==> src/rtl/assert_macros.svh <==
// Assertion macros shared by the effective address unit RTL.
// Depends on nothing; included by the files that carry assertions.
`ifndef ASSERT_MACROS_SVH
`define ASSERT_MACROS_SVH

// Same-cycle implication, disabled while reset is asserted.
`define CEAU_ASSERT_IMP(lbl, clk, rst_n, ante, cons) \
    lbl: assert property (@(posedge clk) disable iff (!rst_n) (ante) |-> (cons)) \
        else $error("implication check failed");

// Next-cycle implication, disabled while reset is asserted.
`define CEAU_ASSERT_NXT(lbl, clk, rst_n, ante, cons) \
    lbl: assert property (@(posedge clk) disable iff (!rst_n) (ante) |=> (cons)) \
        else $error("next-cycle check failed");

`endif

==> src/rtl/ceau_pkg.sv <==
// Types and constants for the effective address unit.
// Depends on nothing; used by ceau_resolve and cpu_effective_address_unit.
`default_nettype none

package ceau_pkg;

    localparam logic OP_START = 1'b0;
    localparam logic OP_READ_DATA = 1'b1;

    localparam logic [2:0] MODE_ZERO_PAGE = 3'd0;
    localparam logic [2:0] MODE_ABSOLUTE = 3'd1;
    localparam logic [2:0] MODE_INDIRECT = 3'd2;
    localparam logic [2:0] MODE_INDEXED_INDIRECT = 3'd3;
    localparam logic [2:0] MODE_INDIRECT_INDEXED = 3'd4;
    localparam logic [2:0] MODE_IMMEDIATE = 3'd5;
    localparam logic [2:0] MODE_RELATIVE = 3'd6;
    localparam logic [2:0] MODE_RESERVED = 3'd7;

    localparam logic KIND_FINAL = 1'b0;
    localparam logic KIND_READ = 1'b1;

    localparam logic [1:0] PHASE_IDLE = 2'd0;
    localparam logic [1:0] PHASE_FIRST = 2'd1;
    localparam logic [1:0] PHASE_SECOND = 2'd2;

    localparam logic [2:0] CYC_ZP_ABS = 3'd3;
    localparam logic [2:0] CYC_INDIRECT = 3'd5;
    localparam logic [2:0] CYC_IMM_REL = 3'd2;

    typedef struct packed {
        logic        operation;
        logic [2:0]  mode;
        logic [7:0]  operand_low;
        logic [7:0]  operand_high;
        logic [7:0]  index_value;
        logic        read_access;
        logic [15:0] pc;
        logic [7:0]  read_data;
    } t_in_req;

    typedef struct packed {
        logic        kind;
        logic [15:0] address;
        logic [2:0]  cycles;
    } t_out_req;

    typedef struct packed {
        logic [1:0] phase;
        logic [7:0] pointer_page;
        logic [7:0] pointer_offset;
        logic [7:0] fetched_low;
        logic [7:0] saved_index;
        logic       saved_read_flag;
        logic       post_index_pending;
    } t_ctx;

    typedef struct packed {
        logic     emit;
        t_out_req rsp;
    } t_result;

endpackage

`default_nettype wire

==> src/rtl/cpu_effective_address_unit.sv <==
// Throughput: one request per cycle while o_in_stall is low; the resolution logic
// sits between the context register and a result register backed by a one-entry
// skid stage.
// Reset (synchronous, active low) empties both output stages and clears the context.
// Top level of the effective address unit; depends on ceau_pkg, ceau_resolve
// and assert_macros.svh.
`default_nettype none
`include "assert_macros.svh"

module cpu_effective_address_unit (
    input  wire                logic i_clk,
    input  wire                logic i_rst_n,
    input  ceau_pkg::t_in_req  i_in_req,
    input  wire                logic i_in_valid,
    output logic               o_in_stall,
    output ceau_pkg::t_out_req o_out_req,
    output logic               o_out_valid,
    input  wire                logic i_out_stall
);

    ceau_pkg::t_ctx     r_ctx;
    ceau_pkg::t_ctx     n_ctx;
    ceau_pkg::t_ctx     calc_ctx;
    ceau_pkg::t_result  calc_res;
    ceau_pkg::t_out_req r_out;
    ceau_pkg::t_out_req n_out;
    ceau_pkg::t_out_req r_skid;
    ceau_pkg::t_out_req n_skid;
    logic               r_out_valid;
    logic               n_out_valid;
    logic               r_skid_valid;
    logic               n_skid_valid;
    logic               in_accept;
    logic               slot_free;

    ceau_resolve u_resolve (
        .i_req (i_in_req),
        .i_ctx (r_ctx),
        .o_ctx (calc_ctx),
        .o_res (calc_res)
    );

    assign o_in_stall  = r_skid_valid;
    assign o_out_valid = r_out_valid;
    assign o_out_req   = r_out;
    assign in_accept   = i_in_valid & ~r_skid_valid;
    assign slot_free   = ~r_out_valid | ~i_out_stall;

    always_comb begin
        n_ctx = in_accept ? calc_ctx : r_ctx;
        n_out = r_out;
        n_out_valid = r_out_valid;
        n_skid = r_skid;
        n_skid_valid = r_skid_valid;
        if (r_skid_valid) begin
            if (slot_free) begin
                n_out = r_skid;
                n_out_valid = 1'b1;
                n_skid_valid = 1'b0;
            end
        end else if (in_accept && calc_res.emit) begin
            if (slot_free) begin
                n_out = calc_res.rsp;
                n_out_valid = 1'b1;
            end else begin
                n_skid = calc_res.rsp;
                n_skid_valid = 1'b1;
            end
        end else if (slot_free) begin
            n_out_valid = 1'b0;
        end
    end

    always_ff @(posedge i_clk) begin
        if (!i_rst_n) begin
            r_ctx <= '0;
            r_out_valid <= 1'b0;
            r_skid_valid <= 1'b0;
        end else begin
            r_ctx <= n_ctx;
            r_out_valid <= n_out_valid;
            r_skid_valid <= n_skid_valid;
        end
    end

    always_ff @(posedge i_clk) begin
        r_out <= n_out;
        r_skid <= n_skid;
    end

    `CEAU_ASSERT_IMP(a_skid_behind_out, i_clk, i_rst_n, r_skid_valid, r_out_valid)
    `CEAU_ASSERT_IMP(a_post_index_busy, i_clk, i_rst_n, r_ctx.post_index_pending,
                     r_ctx.phase != ceau_pkg::PHASE_IDLE)
    `CEAU_ASSERT_IMP(a_second_after_first, i_clk, i_rst_n,
                     r_ctx.phase == ceau_pkg::PHASE_SECOND,
                     $past(r_ctx.phase) == ceau_pkg::PHASE_FIRST
                     || $past(r_ctx.phase) == ceau_pkg::PHASE_SECOND)
    `CEAU_ASSERT_NXT(a_blocked_result_skids, i_clk, i_rst_n,
                     in_accept && calc_res.emit && r_out_valid && i_out_stall,
                     r_skid_valid)

endmodule

`default_nettype wire

==> src/rtl/ceau_resolve.sv <==
// Combinational address resolution: next context and optional result per request.
// Depends on ceau_pkg.
`default_nettype none

module ceau_resolve (
    input  ceau_pkg::t_in_req i_req,
    input  ceau_pkg::t_ctx    i_ctx,
    output ceau_pkg::t_ctx    o_ctx,
    output ceau_pkg::t_result o_res
);

    logic [8:0]  abs_low_sum;
    logic [15:0] rel_disp;
    logic [15:0] rel_addr;
    logic [15:0] ind_base;
    logic [15:0] ind_addr;
    logic [7:0]  ptr_page;
    logic [7:0]  ptr_offset;

    always_comb begin
        abs_low_sum = {1'b0, i_req.operand_low} + {1'b0, i_req.index_value};
        rel_disp = {{8{i_req.operand_low[7]}}, i_req.operand_low};
        rel_addr = i_req.pc + rel_disp;
        ind_base = {i_req.read_data, i_ctx.fetched_low};
        ind_addr = ind_base + {8'h00, i_ctx.saved_index};
        ptr_page = (i_req.mode == ceau_pkg::MODE_INDIRECT) ? i_req.operand_high : 8'h00;
        ptr_offset = (i_req.mode == ceau_pkg::MODE_INDEXED_INDIRECT)
                   ? 8'(i_req.operand_low + i_req.index_value) : i_req.operand_low;

        o_ctx = i_ctx;
        o_res = '0;

        if (i_req.operation == ceau_pkg::OP_START) begin
            o_ctx.phase = ceau_pkg::PHASE_IDLE;
            o_ctx.post_index_pending = 1'b0;
            case (i_req.mode)
                ceau_pkg::MODE_ZERO_PAGE: begin
                    o_res.emit = 1'b1;
                    o_res.rsp.kind = ceau_pkg::KIND_FINAL;
                    o_res.rsp.address = {8'h00, 8'(i_req.operand_low + i_req.index_value)};
                    o_res.rsp.cycles = ceau_pkg::CYC_ZP_ABS;
                end
                ceau_pkg::MODE_ABSOLUTE: begin
                    o_res.emit = 1'b1;
                    o_res.rsp.kind = ceau_pkg::KIND_FINAL;
                    o_res.rsp.address = {i_req.operand_high, i_req.operand_low}
                                      + {8'h00, i_req.index_value};
                    o_res.rsp.cycles = ceau_pkg::CYC_ZP_ABS
                                     + {2'b00, i_req.read_access & abs_low_sum[8]};
                end
                ceau_pkg::MODE_INDIRECT,
                ceau_pkg::MODE_INDEXED_INDIRECT,
                ceau_pkg::MODE_INDIRECT_INDEXED: begin
                    o_ctx.phase = ceau_pkg::PHASE_FIRST;
                    o_ctx.pointer_page = ptr_page;
                    o_ctx.pointer_offset = ptr_offset;
                    o_ctx.saved_index = i_req.index_value;
                    o_ctx.saved_read_flag = i_req.read_access;
                    o_ctx.post_index_pending =
                        (i_req.mode == ceau_pkg::MODE_INDIRECT_INDEXED);
                    o_res.emit = 1'b1;
                    o_res.rsp.kind = ceau_pkg::KIND_READ;
                    o_res.rsp.address = {ptr_page, ptr_offset};
                    o_res.rsp.cycles = 3'd0;
                end
                ceau_pkg::MODE_IMMEDIATE: begin
                    o_res.emit = 1'b1;
                    o_res.rsp.kind = ceau_pkg::KIND_FINAL;
                    o_res.rsp.address = {8'h00, i_req.operand_low};
                    o_res.rsp.cycles = ceau_pkg::CYC_IMM_REL;
                end
                ceau_pkg::MODE_RELATIVE: begin
                    o_res.emit = 1'b1;
                    o_res.rsp.kind = ceau_pkg::KIND_FINAL;
                    o_res.rsp.address = rel_addr;
                    o_res.rsp.cycles = ceau_pkg::CYC_IMM_REL
                                     + {2'b00, rel_addr[15:8] != i_req.pc[15:8]};
                end
                default: begin
                    o_res.emit = 1'b0;
                end
            endcase
        end else begin
            case (i_ctx.phase)
                ceau_pkg::PHASE_FIRST: begin
                    o_ctx.fetched_low = i_req.read_data;
                    o_ctx.phase = ceau_pkg::PHASE_SECOND;
                    o_res.emit = 1'b1;
                    o_res.rsp.kind = ceau_pkg::KIND_READ;
                    o_res.rsp.address = {i_ctx.pointer_page,
                                         8'(i_ctx.pointer_offset + 8'd1)};
                    o_res.rsp.cycles = 3'd0;
                end
                ceau_pkg::PHASE_SECOND: begin
                    o_ctx.phase = ceau_pkg::PHASE_IDLE;
                    o_ctx.post_index_pending = 1'b0;
                    o_res.emit = 1'b1;
                    o_res.rsp.kind = ceau_pkg::KIND_FINAL;
                    if (i_ctx.post_index_pending) begin
                        o_res.rsp.address = ind_addr;
                        o_res.rsp.cycles = ceau_pkg::CYC_INDIRECT
                            + {2'b00, i_ctx.saved_read_flag
                                      & (ind_addr[15:8] != ind_base[15:8])};
                    end else begin
                        o_res.rsp.address = ind_base;
                        o_res.rsp.cycles = ceau_pkg::CYC_INDIRECT;
                    end
                end
                default: begin
                    o_ctx.phase = ceau_pkg::PHASE_IDLE;
                end
            endcase
        end
    end

endmodule

`default_nettype wire
==> config.mk <==
export PLATFORM = sky130hd
export DESIGN_NAME = cpu_effective_address_unit
export DESIGN_NICKNAME = d
export VERILOG_FILES = /design/src/rtl/ceau_pkg.sv /design/src/rtl/cpu_effective_address_unit.sv /design/src/rtl/ceau_resolve.sv
export VERILOG_INCLUDE_DIRS = /design/src /design/src/rtl
export SDC_FILE = /design/constraint.sdc
export NUM_CORES = 1
export LEC_CHECK = 0
export CAP_MARGIN = 20
export CORE_ASPECT_RATIO = 1.4
export CORE_MARGIN = 2
export CORE_UTILIZATION = 50
export CTS_BUF_LIST = sky130_fd_sc_hd__clkbuf_8 sky130_fd_sc_hd__clkbuf_16
export CTS_CLUSTER_SIZE = 40
export DETAILED_ROUTE_END_ITERATION = 10
export DONT_BUFFER_PORTS = 1
export PLACE_DENSITY_LB_ADDON = 0.1
export SYNTH_ARGS = -nofsm -noshare
export SYNTH_HDL_FRONTEND = slang
export SYNTH_HIERARCHICAL = 1
export SYNTH_SLANG_ARGS = --single-unit
==> constraint.sdc <==
create_clock -name i_clk -period 3.82 [get_ports i_clk]
set_input_delay 0.191 -clock i_clk [delete_from_list [all_inputs] [get_ports i_clk]]
set_output_delay 0.191 -clock i_clk [all_outputs]
set_load 0.01 [all_outputs]
==> metrics.md, run 1 <==
| Metric | Value |
|---|---|
| Outcome | finished clean |
| # rows | 47 |
| CP bufs+invs | 0 |
| Sequential area share after synthesis | 32.1% |
| CP Capture Type | register |
| RSZ-0062 raised after global routing | no |
| Fin crit share | 83.6% |
| H-tree levels | 3 |
| Post-Layout Inst Area | 6510 um^2 |
| Initial DRC Count | 358 |
| WP data required | 3.91 ns |
| CTS Sinks | 78 |
| Slew Viols, Final | 0 |
| Tightest Pin Transition | 0.925 ns |
| Syn Inst Count | 714 |
| Mux share of post-synthesis cell area | 6.71% |
| Most frequent cells in the layout | nand2_1 (147), o21ai_0 (41), edfxtp_1 (40) |
| Cell area after synthesis | 6110 um^2 |
| Main flop type after synthesis | edfxtp_1 |
| Clock skew | 0.00738 ns |
| CTS Buffer Depth | 2 |
| Asr flop ratio synth | 0% |
| Via Count | 5400 |
| 1st-pass router iterations | 5 |
| Number of synthesized flops with an enable pin | 40 |
| Crit path time final | 3.19 ns |
| Area contributors post-synth | edfxtp_1 (20%), dfxtp_1 (12%), nand2_1 (9.0%) |
| Area leader, netlist | edfxtp_1 |
| Post-Synth XOR/XNOR Area | 7.45% |
| Area Growth Syn to Fin | 6.49% |
| Clock transition at path regs | 0.06 ns |
| Chip Width | 97.4 um |
| Arrival time worst endpoint | 3.29 ns |
| Setup Buffers After CTS | 0 |
| CTS root buf | clkbuf_16 |
| Syn nets | 808 |
| CORE AREA | 11900 um^2 |
| Maximum VDD drop | 0.222 mV |
| Warnings, synthesis | 6 |
| Post-route ant nets | 0 |
| Clk_lat worst skew | 0.34 ns |
| Critical-path maximum fanout | 3 |
| Critical Path Source Type | register |
| Relative slew margins | 38.2% |
| Synth Area in Adders | 7.94% |
| Placed cell area | 6190 um^2 |
| Max_cap viols | 0 |
| Largest net degree at the start of global routing | 37 |
| Fin cells | 851 |
| I/O Pins | 79 |
| Die height | 135 um |
| CTS Buf Count | 9 |
| First-pass GRT wire length | 27700 um |
| Syn_area_per_cell | 8.56 um^2 |
| Synth Area in Simple Gates | 17.8% |
| Share of layout cells above drive strength 1 | 9.52% |
| Initial antenna violation count | 0 |
| Placed cells | 831 |
| Largest stage delay, worst path | 0.43 ns |
| ANT cells | 0 |
| Routed wire length | 17600 um |
| Final Hold Viols | 0 |
| Setup total negative slack | 0 ns |
| DRC Markers | 0 |
| Power per Cell Area | 337 nW/um^2 |
| Vias in the first global route | 5188 |
| # setup viols final | 0 |
| Commonest non-fill, non-tap cell in the layout | nand2_1 |
| Slowest CP cell | fa_1 |
| Leak Pwr | 2.49 nW |
| PortBufs | 0 |
| Grt ovf | 0 |
| Crit-path leading delay family | compound AO/OA/AOI/OAI gates |
| Final #Nets | 793 |
| Via density | 6.35 |
| Gr usage total | 26.7% |
| Max Clk Rate | 0.313 GHz |
| Hold WC Path Type | input pin to register |
| CTS tree | done |
| Number of synthesized register bits | 78 |
| CP cell instances | ha_1 -> fa_1 -> a211oi_1 -> o21ai_0 -> a31oi_1 -> nor2_1 -> xor2_1 -> a222oi_1 -> o31ai_1 -> mux2_2 |
| Initial Utilization | 51.5% |
| Post-DR wirelength/cell | 20.7 um |
| Netlist cell types | 68 |
| Dpl hpwl | 13100 um |
| Die area | 13100 um^2 |
| Largest family of logic cells by synthesized area | compound AO/OA/AOI/OAI gates |
| Setup CP Type | register to register |
| RD Place Congestion | 0.880 |
| Synth Area in Compound Gates | 24.3% |
| Yosys top cell area share | 19.7% |
-- repair_timing --
item,CTS,global route
endpoints found under the setup margin,0,0
hold buffers,3,1
gates resized for setup,0,0
endpoints found under the hold margin,25,1
-- registers in the layout, summed over array words and instances, names as in the netlist --
name,count
r_skid,20
o_out_valid,1
r_ctx,36
o_out_req,20
o_in_stall,1
-- synth_stat cells (4+ instances only) --
cell	count
o211ai_1	6
ha_1	34
dfxtp_1	38
mux2i_1	5
nor2b_1	9
o21a_1	6
a21oi_1	30
a21boi_1	30
o31ai_1	4
buf_2	5
and3_1	9
a22o_1	11
a31oi_1	10
clkbuf_1	24
a21boi_0	9
xnor2_1	29
a21o_1	10
o22ai_1	8
inv_1	14
nand2_1	147
edfxtp_1	40
nor3_1	13
nor2_1	32
xor2_1	15
buf_4	5
nand3_1	15
a22oi_1	8
mux2_2	32
o21ai_0	41
a211oi_1	6
nand2b_1	7
-- where the power goes --
| group | total (W) | leakage [nW] | switching (W) | internal [W] |
|---|---|---|---|---|
| clock network | 0.000812 | 0.133 | 0.000366 | 0.000447 |
| registers | 0.000930 | 0.694 | 0.0000217 | 0.000909 |
| logic | 0.000453 | 1.66 | 0.000263 | 0.000191 |
| total | 0.00220 | 2.49 | 0.000650 | 0.00155 |
-- per-stage QoR --
step / hold WS, ns / util (%) / total power [W] / setup WS (ns)
after floorplan: 0.362 / - / 0.00129 / 0.869
after global placement: 0.349 / 52.1 / 0.00137 / 0.729
after detailed placement: 0.353 / 52.1 / 0.00138 / 0.684
after CTS: 0.000840 / 54.7 / 0.00220 / 0.668
after global routing: 0.00101 / 54.8 / 0.00229 / 0.381
final: 0.00433 / 54.8 / 0.00220 / 0.627
-- worst paths after layout --
check                                from             to  slack (ns)  cells after the start
worst max-delay path             r_ctx[2]  o_out_req[13]        0.63                     10
worst max register to register   r_ctx[2]  o_out_req[13]        0.63                     10
worst min register to register  r_ctx[32]      r_ctx[32]        0.48                      2
worst min-delay path              i_rst_n      r_ctx[14]       0.004                      1
-- per-layer routing --
layer  vias up  global-route usage, %  routed length (um)
li1       2579                      -                   -
met1      2591                   31.4                6980
met2       201                   48.4                9040
met3        29                   6.00                1150
met4         0                   8.10                 413
met5         -                      0                   0
-- cell families (layout without fill, tap and decap cells) --
| family | Yosys count | after routing |
|---|---|---|
| AO/OA/AOI/OAI | 214 | 214 |
| XOR/XNOR | 47 | 47 |
| adder cells (fa/ha/maj) | 37 | 37 |
| buffers and inverters | 52 | 42 |
| flip-flops | 78 | 78 |
| multiplexers | 37 | 37 |
| AND/OR/NAND/NOR | 249 | 249 |
-- area by class of cell --
class | count | area (um^2)
flip-flops and latches | 78 | 1960
fillers | 1143 | 5370
inverters | 15 | 56.3
clock inverters | 7 | 55.1
clock buffers | 9 | 225
multi-input cells | 584 | 3930
repair buffers | 11 | 92.6
well taps | 147 | 184
(Power assumes the default switching activity.)
==> run 2: changes to the inputs <==
==> constraint.sdc (replaced) <==
create_clock -name i_clk -period 2.6 [get_ports i_clk]
set_input_delay 0.13 -clock i_clk [delete_from_list [all_inputs] [get_ports i_clk]]
set_output_delay 0.13 -clock i_clk [all_outputs]
set_load 0.01 [all_outputs]
==> run 2 against run 1 <==
  * Clock skew is 0.00077 ns lower
  * First-iteration DRC count is 29% higher
  * The run now ends with negative setup slack left
  * Non-clock buffer count is 70 higher
  * Register-to-register slack worse by 0.92 ns
  * Maximum frequency is 10% higher
  * Clock power is 60% higher
  * Cell area is 12% higher
  * Power is 58% higher
  * Count of clock-buffer cells in the layout stayed put
==> metrics.md, run 2 (synthesis results as in run 1) <==
| Metric | Value |
|---|---|
| Outcome | complete, but fails checks |
| Failing checks | negative setup slack |
| Initial DRC Count | 461 (+29%) |
| Slowest CP cell | a222oi_1 |
| Final #Nets | 863 (+8.8%) |
| I/O Pins | 79 (unchanged) |
| Initial antenna violation count | 0 (unchanged) |
| Clock transition at path regs | 0.06 ns (about the same) |
| Final Hold Viols | 0 (unchanged) |
| DRT met1 WL | 7200 um (+3.1%) |
| Internal | 0.00247 W (+60%) |
| Power per Cell Area | 475 nW/um^2 (+41%) |
| Chip Width | 97.4 um (unchanged) |
| Post-route ant nets | 0 (unchanged) |
| Die area | 13100 um^2 (unchanged) |
| DRC Markers | 0 (unchanged) |
| WP data required | 2.69 ns (-1.22 ns) |
| Max_cap viols | 0 (unchanged) |
| # rows | 47 (unchanged) |
| Arrival time worst endpoint | 2.99 ns (-0.30 ns) |
| Dpl hpwl | 13800 um (+5.4%) |
| Critical Path Source Type | register |
| P_sw | 0.000995 W (+53%) |
| Clock power frac | 37.7% (+0.7 points) |
| RSZ-0062 raised after global routing | yes |
| Slew Viols, Final | 0 (unchanged) |
| CP cell instances | ha_4 -> fa_2 -> a211oi_4 -> o21ai_2 -> a31oi_4 -> nor2_4 -> xor2_1 -> a222oi_1 -> o31ai_2 -> mux2_4 |
| Via density | 6.22 (-2.0%) |
| Post-DR wirelength/cell | 20.1 um (-2.8%) |
| CTS Buf Count | 9 (unchanged) |
| 1st-pass router iterations | 6 (+1) |
| Critical-path maximum fanout | 3 (unchanged) |
| Tightest Pin Transition | 0.652 ns (-0.272 ns) |
| PortBufs | 0 (unchanged) |
| CTS tree | done |
| Grt ovf | 0 (unchanged) |
| CORE AREA | 11900 um^2 (unchanged) |
| Multi-input logic area | 4150 um^2 (+5.5%) |
| Most frequent cells in the layout | nand2_1 (147), buf_4 (75), edfxtp_1 (40) |
| Metal3 WL | 1210 um (+5.2%) |
| RD Place Congestion | 0.918 (+4.4%) |
| H-tree levels | 3 (unchanged) |
| Most flop-heavy register | r_ctx |
| Via Count | 5729 (+6.1%) |
| Max Clk Rate | 0.345 GHz (+10%) |
| Initial Utilization | 51.5% (unchanged) |
| Maximum VDD drop | 0.339 mV (+53%) |
| Fin crit share | 111% (+28 points) |
| Largest net degree at the start of global routing | 39 (+5.4%) |
| CTS root buf | clkbuf_16 |
| CTS Sinks | 78 (unchanged) |
| Commonest non-fill, non-tap cell in the layout | nand2_1 |
| First-pass GRT wire length | 28900 um (+4.3%) |
| Sequential share of power | 39.5% (-2.9 points) |
| Fill cells | 1077 (-5.8%) |
| Crit path time final | 2.90 ns (-0.297 ns) |
| Area Growth Syn to Fin | 19.3% |
| # setup viols final | 4 (+4) |
| Die height | 135 um (unchanged) |
| Sw Ratio | 28.7% (-0.86 points) |
| CP Capture Type | register |
| WHS | 0.0128 ns (+0.00844 ns) |
| Logic pwr share | 22.9% (+2.3 points) |
| Leak Pwr | 2.89 nW (+16%) |
| Relative slew margins | 56.2% (+18 points) |
| Clock skew | 0.00662 ns (-0.000768 ns) |
| Clk_lat worst skew | 0.34 ns (about the same) |
| Uppermost layer routed | met4 |
| ANT cells | 0 (unchanged) |
| Vias in the first global route | 5480 (+5.6%) |
| Setup total negative slack | -0.676 ns (-0.676 ns) |
| Share of layout cells above drive strength 1 | 21.8% (+12 points) |
| Routed wire length | 18500 um (+5.2%) |
| Hold WC Path Type | input pin to register |
| Place WS | -0.240 ns (-0.924 ns) |
| Largest stage delay, worst path | 0.48 ns (+0.05 ns) |
| Max FFs per register | 36 (unchanged) |
| Met2 WL | 9340 um (+3.3%) |
| Final setup margin | -0.296 ns (-0.923 ns) |
| Storage element area | 1970 um^2 (+0.19%) |
| Setup CP Type | register to register |
| Gr usage total | 27.7% (+1.0 points) |
| CTS Buffer Depth | 2 (unchanged) |
==> run 2: final timing paths <==
kind / start / endpoint / depth (start not counted) / slack, ns
worst max-delay path: r_ctx[10] / o_out_req[13] / 10 / -0.30
worst min-delay path: i_in_req[32] / r_ctx[9] / 4 / 0.01
worst max register to register: r_ctx[10] / o_out_req[13] / 10 / -0.30
worst min register to register: r_ctx[29] / r_ctx[29] / 2 / 0.48
==> run 2: final cells by class <==
class | instances | area share [%]
Clock buffer | 9 | 3.09
Tap cell | 147 | 2.52
Multi-Input combinational cell | 584 | 56.9
Inverter | 15 | 0.772
Clock inverter | 7 | 1.10
Sequential cell | 78 | 26.9
Timing Repair Buffer | 81 | 8.68
==> run 2: worst max-delay path, delay by kind of cell (launching register included) <==
family,cells,cell delay [ns]
XOR/XNOR,1,0.14
AND/OR/NAND/NOR,1,0.06
adder cells (fa/ha/maj),2,0.55
multiplexers,1,0.30
AO/OA/AOI/OAI,5,1.27
flip-flops,1,0.34
==> run 2: what timing repair did <==
item	4_1_cts	5_1_grt
buffers inserted	4	6
hold buffers	6	0
endpoints found under the setup margin	12	17
gates cloned	0	0
gates resized for setup	19	28
pin swaps	15	21
hold endpoints to repair	38	0
==> run 2: through the flow <==
step	utilization (%)	cells	area (um^2)	power, W
after floorplan	-	714	6130	0.00190
after global placement	56.2	894	6670	0.00211
after detailed placement	56.2	894	6670	0.00213
after CTS	60.2	919	7150	0.00346
after global routing	61.4	921	7290	0.00359
final	61.4	921	7290	0.00346
==> run 2: power groups by stage <==
| stage | sequential [W] | clock, W | combinational, W |
|---|---|---|---|
| detailed placement | 0.00139 | 0 | 0.000735 |
| global placement | 0.00139 | 0 | 0.000722 |
| global route | 0.00137 | 0.00137 | 0.000854 |
| finish | 0.00137 | 0.00130 | 0.000791 |
| floorplan | 0.00139 | 0 | 0.000517 |
| CTS | 0.00137 | 0.00133 | 0.000765 |
==> run 2: layer usage <==
metal | vias up | GRT usage [%]
li1 | 2715 | -
met1 | 2704 | 32.6
met2 | 254 | 49.8
met3 | 56 | 4.81
met4 | 0 | 11.4
met5 | - | 0
==> run 3: changes to the inputs <==
--- a/config.mk
+++ b/config.mk
@@ -7,7 +7,7 @@
 export NUM_CORES = 1
 export LEC_CHECK = 0
 export CAP_MARGIN = 20
-export CORE_ASPECT_RATIO = 1.4
+export CORE_ASPECT_RATIO = 0.6
 export CORE_MARGIN = 2
 export CORE_UTILIZATION = 50
 export CTS_BUF_LIST = sky130_fd_sc_hd__clkbuf_8 sky130_fd_sc_hd__clkbuf_16
==> run 3 against run 2 <==
  * The flow still finishes with violations (negative setup slack)
  * Sequential share of layout area down 0.21 points
  * Worst setup slack gained 0.18 ns
  * Sequential power about the same
  * Register-to-register slack gained 0.18 ns
  * Critical endpoint unchanged
  * Highest routed layer unchanged
==> metrics.md, run 3 (synthesis results as in run 1) <==
| Metric | Value |
|---|---|
| Outcome | complete, but fails checks |
| Failing checks | negative setup slack |
| Final Hold Viols | 0 (unchanged) |
| Initial antenna violation count | 1 (+1) |
| Critical Path Source Type | register |
| RSZ-0062 raised after global routing | yes |
| I/O Pins | 79 (unchanged) |
| Slowest CP cell | a222oi_1 |
| CTS tree | done |
| Initial Utilization | 51.0% (-0.46 points) |
| # rows | 31 (-34%) |
| Internal | 0.00244 W (-0.97%) |
| Arrival time worst endpoint | 2.81 ns (-0.18 ns) |
| Max Clk Rate | 0.368 GHz (+6.6%) |
| CORE AREA | 12000 um^2 (+0.89%) |
| Crit-path leading delay family | compound AO/OA/AOI/OAI gates |
| Hold WC Path Type | input pin to register |
| Design Power | 0.00341 W (-1.5%) |
| Post-DR wirelength/cell | 20.4 um (+1.8%) |
| Most frequent cells in the layout | nand2_1 (147), buf_4 (86), edfxtp_1 (40) |
| Via density | 6.10 (-2.0%) |
| Clock power frac | 36.0% (-1.7 points) |
| CP Capture Type | register |
| Fin crit share | 105% (-6.9 points) |
| Final #Nets | 873 (+1.2%) |
| Clock skew | 0.00606 ns (-0.000560 ns) |
| Relative slew margins | 53.5% (-2.7 points) |
| Grt ovf | 0 (unchanged) |
| Die height | 89.6 um (-34%) |
| Sw Ratio | 28.3% (-0.41 points) |
| Dpl hpwl | 14400 um (+4.1%) |
| DRC Markers | 0 (unchanged) |
| Final setup margin | -0.118 ns (+0.179 ns) |
| Logic pwr share | 23.9% (+1.0 points) |
| Clock transition at path regs | 0.06 ns (about the same) |
| CTS Buf Count | 9 (unchanged) |
| CTS Sinks | 78 (unchanged) |
| Slew Viols, Final | 0 (unchanged) |
| HP Start | i_in_req[32] |
| Crit path time final | 2.72 ns (-0.179 ns) |
| Vias in the first global route | 5432 (-0.88%) |
| Post-route ant nets | 0 (unchanged) |
| Maximum VDD drop | 0.373 mV (+10%) |
| Critical-path maximum fanout | 3 (unchanged) |
| PortBufs | 0 (unchanged) |
| Critical Path Source | r_ctx[10] |
| Worst reg-to-reg setup slack | -0.12 ns (+0.18 ns) |
| Last element of the critical path | o_out_req[13] |
| First-pass GRT wire length | 29800 um (+3.3%) |
| Via Count | 5787 (+1.0%) |
| Initial DRC Count | 594 (+29%) |
| WP data required | 2.69 ns (about the same) |
| H-tree levels | 3 (unchanged) |
| P_sw | 0.000966 W (-2.9%) |
| Most flop-heavy register | r_ctx |
| R2R Path Start | r_ctx[10] |
| # setup viols final | 5 (+1) |
| Max_cap viols | 0 (unchanged) |
| Largest net degree at the start of global routing | 39 (unchanged) |
| CP bufs+invs | 0 (unchanged) |
| Fill cells | 980 (-9.0%) |
| Area Growth Syn to Fin | 20.8% |
| RD Place Congestion | 0.898 (-2.1%) |
| Routed wire length | 19400 um (+4.9%) |
| Clk_lat worst skew | 0.34 ns (about the same) |
| WHS | 0.0109 ns (-0.00188 ns) |
| 1st-pass router iterations | 5 (-1) |
| Place WS | -0.319 ns (-0.0789 ns) |
| Fin cells | 949 (+3.0%) |
| Largest stage delay, worst path | 0.38 ns (-0.10 ns) |
| Max FFs per register | 36 (unchanged) |
| CTS root buf | clkbuf_16 |
| CP cell instances | ha_4 -> fa_2 -> a211oi_4 -> o21ai_2 -> a31oi_4 -> nor2_4 -> xor2_1 -> a222oi_1 -> o31ai_1 -> mux2_4 |
| Chip Width | 147 um (+51%) |
| R2R cell count | 10 (unchanged) |
| ANT cells | 0 (unchanged) |
| Worst reg2reg endpoint | o_out_req[13] |
| Power per Cell Area | 462 nW/um^2 (-2.7%) |
| Die area | 13200 um^2 (+0.12%) |
| Tightest Pin Transition | 0.690 ns (+0.0380 ns) |
| Sequential share of power | 40.1% (+0.6 points) |
| Share of layout cells above drive strength 1 | 23.5% (+1.6 points) |
| Setup CP Type | register to register |
| Commonest non-fill, non-tap cell in the layout | nand2_1 |
| Crit. path cell count | 10 (unchanged) |
| Gr usage total | 29.6% (+1.9 points) |
| CTS Buffer Depth | 2 (unchanged) |
| Leak Pwr | 2.94 nW (+1.7%) |
| Placed cells | 920 (+2.9%) |
==> run 3: worst min path at each step <==
stage	slack (ns)	end	cells after the start
after global placement	0.29	r_ctx[9]	1
final	0.01	r_ctx[9]	4
after floorplan	0.32	o_in_stall	2
after CTS	0.003	r_ctx[9]	4
after global routing	0.03	r_ctx[0]	3
after detailed placement	0.29	r_ctx[15]	1
==> run 3: per-layer routing <==
metal  part of all wire, %  global-route usage [%]  up-vias
li1                      -                       -     2739
met1                    45                    41.5     2749
met2                    41                    43.2      273
met3                    12                    10.2       26
met4                   1.6                    8.91        0
met5                     0                       0        -
==> run 3: area by class of cell <==
| cell class | instances | area, um^2 | share of cell area, % |
|---|---|---|---|
| clock inverter | 7 | 58.8 | 0.796 |
| inverter | 15 | 56.3 | 0.763 |
| clock buffer | 9 | 225 | 3.05 |
| timing repair buffer | 91 | 709 | 9.61 |
| sequential | 78 | 1970 | 26.7 |
| multi-input combinational | 584 | 4150 | 56.2 |
| tap | 165 | 206 | 2.80 |
==> run 3: repair_timing <==
item	4_1_cts	5_1_grt
endpoints found under the hold margin	38	0
buffers inserted	6	7
setup endpoints to repair	11	17
pin swaps	25	22
hold buffers	2	0
gates resized for setup	20	41
==> run 3: power groups by stage <==
stage / logic (W) / registers, W / clock network [W]
detailed placement: 0.000754 / 0.00139 / 0
finish: 0.000814 / 0.00137 / 0.00123
floorplan: 0.000517 / 0.00139 / 0
global route: 0.000880 / 0.00137 / 0.00129
global placement: 0.000745 / 0.00139 / 0
CTS: 0.000779 / 0.00137 / 0.00124
==> run 3: worst register-to-register path, stage by stage, from the launching register on <==
cell and delay (ns):
dfxtp_2 0.34, ha_4 0.16, fa_2 0.37, a211oi_4 0.25
o21ai_2 0.12, a31oi_4 0.20, nor2_4 0.07, xor2_1 0.15
a222oi_1 0.38, o31ai_1 0.16, mux2_4 0.29
==> run 3: per-stage QoR <==
step	TNS [ns]	util (%)	cell area, um^2
after floorplan	0	-	6130
after global routing	-0.883	61.6	7380
after detailed placement	-2.01	56.4	6760
after global placement	-1.50	56.4	6760
final	-0.321	61.6	7380
after CTS	-0.565	59.9	7170
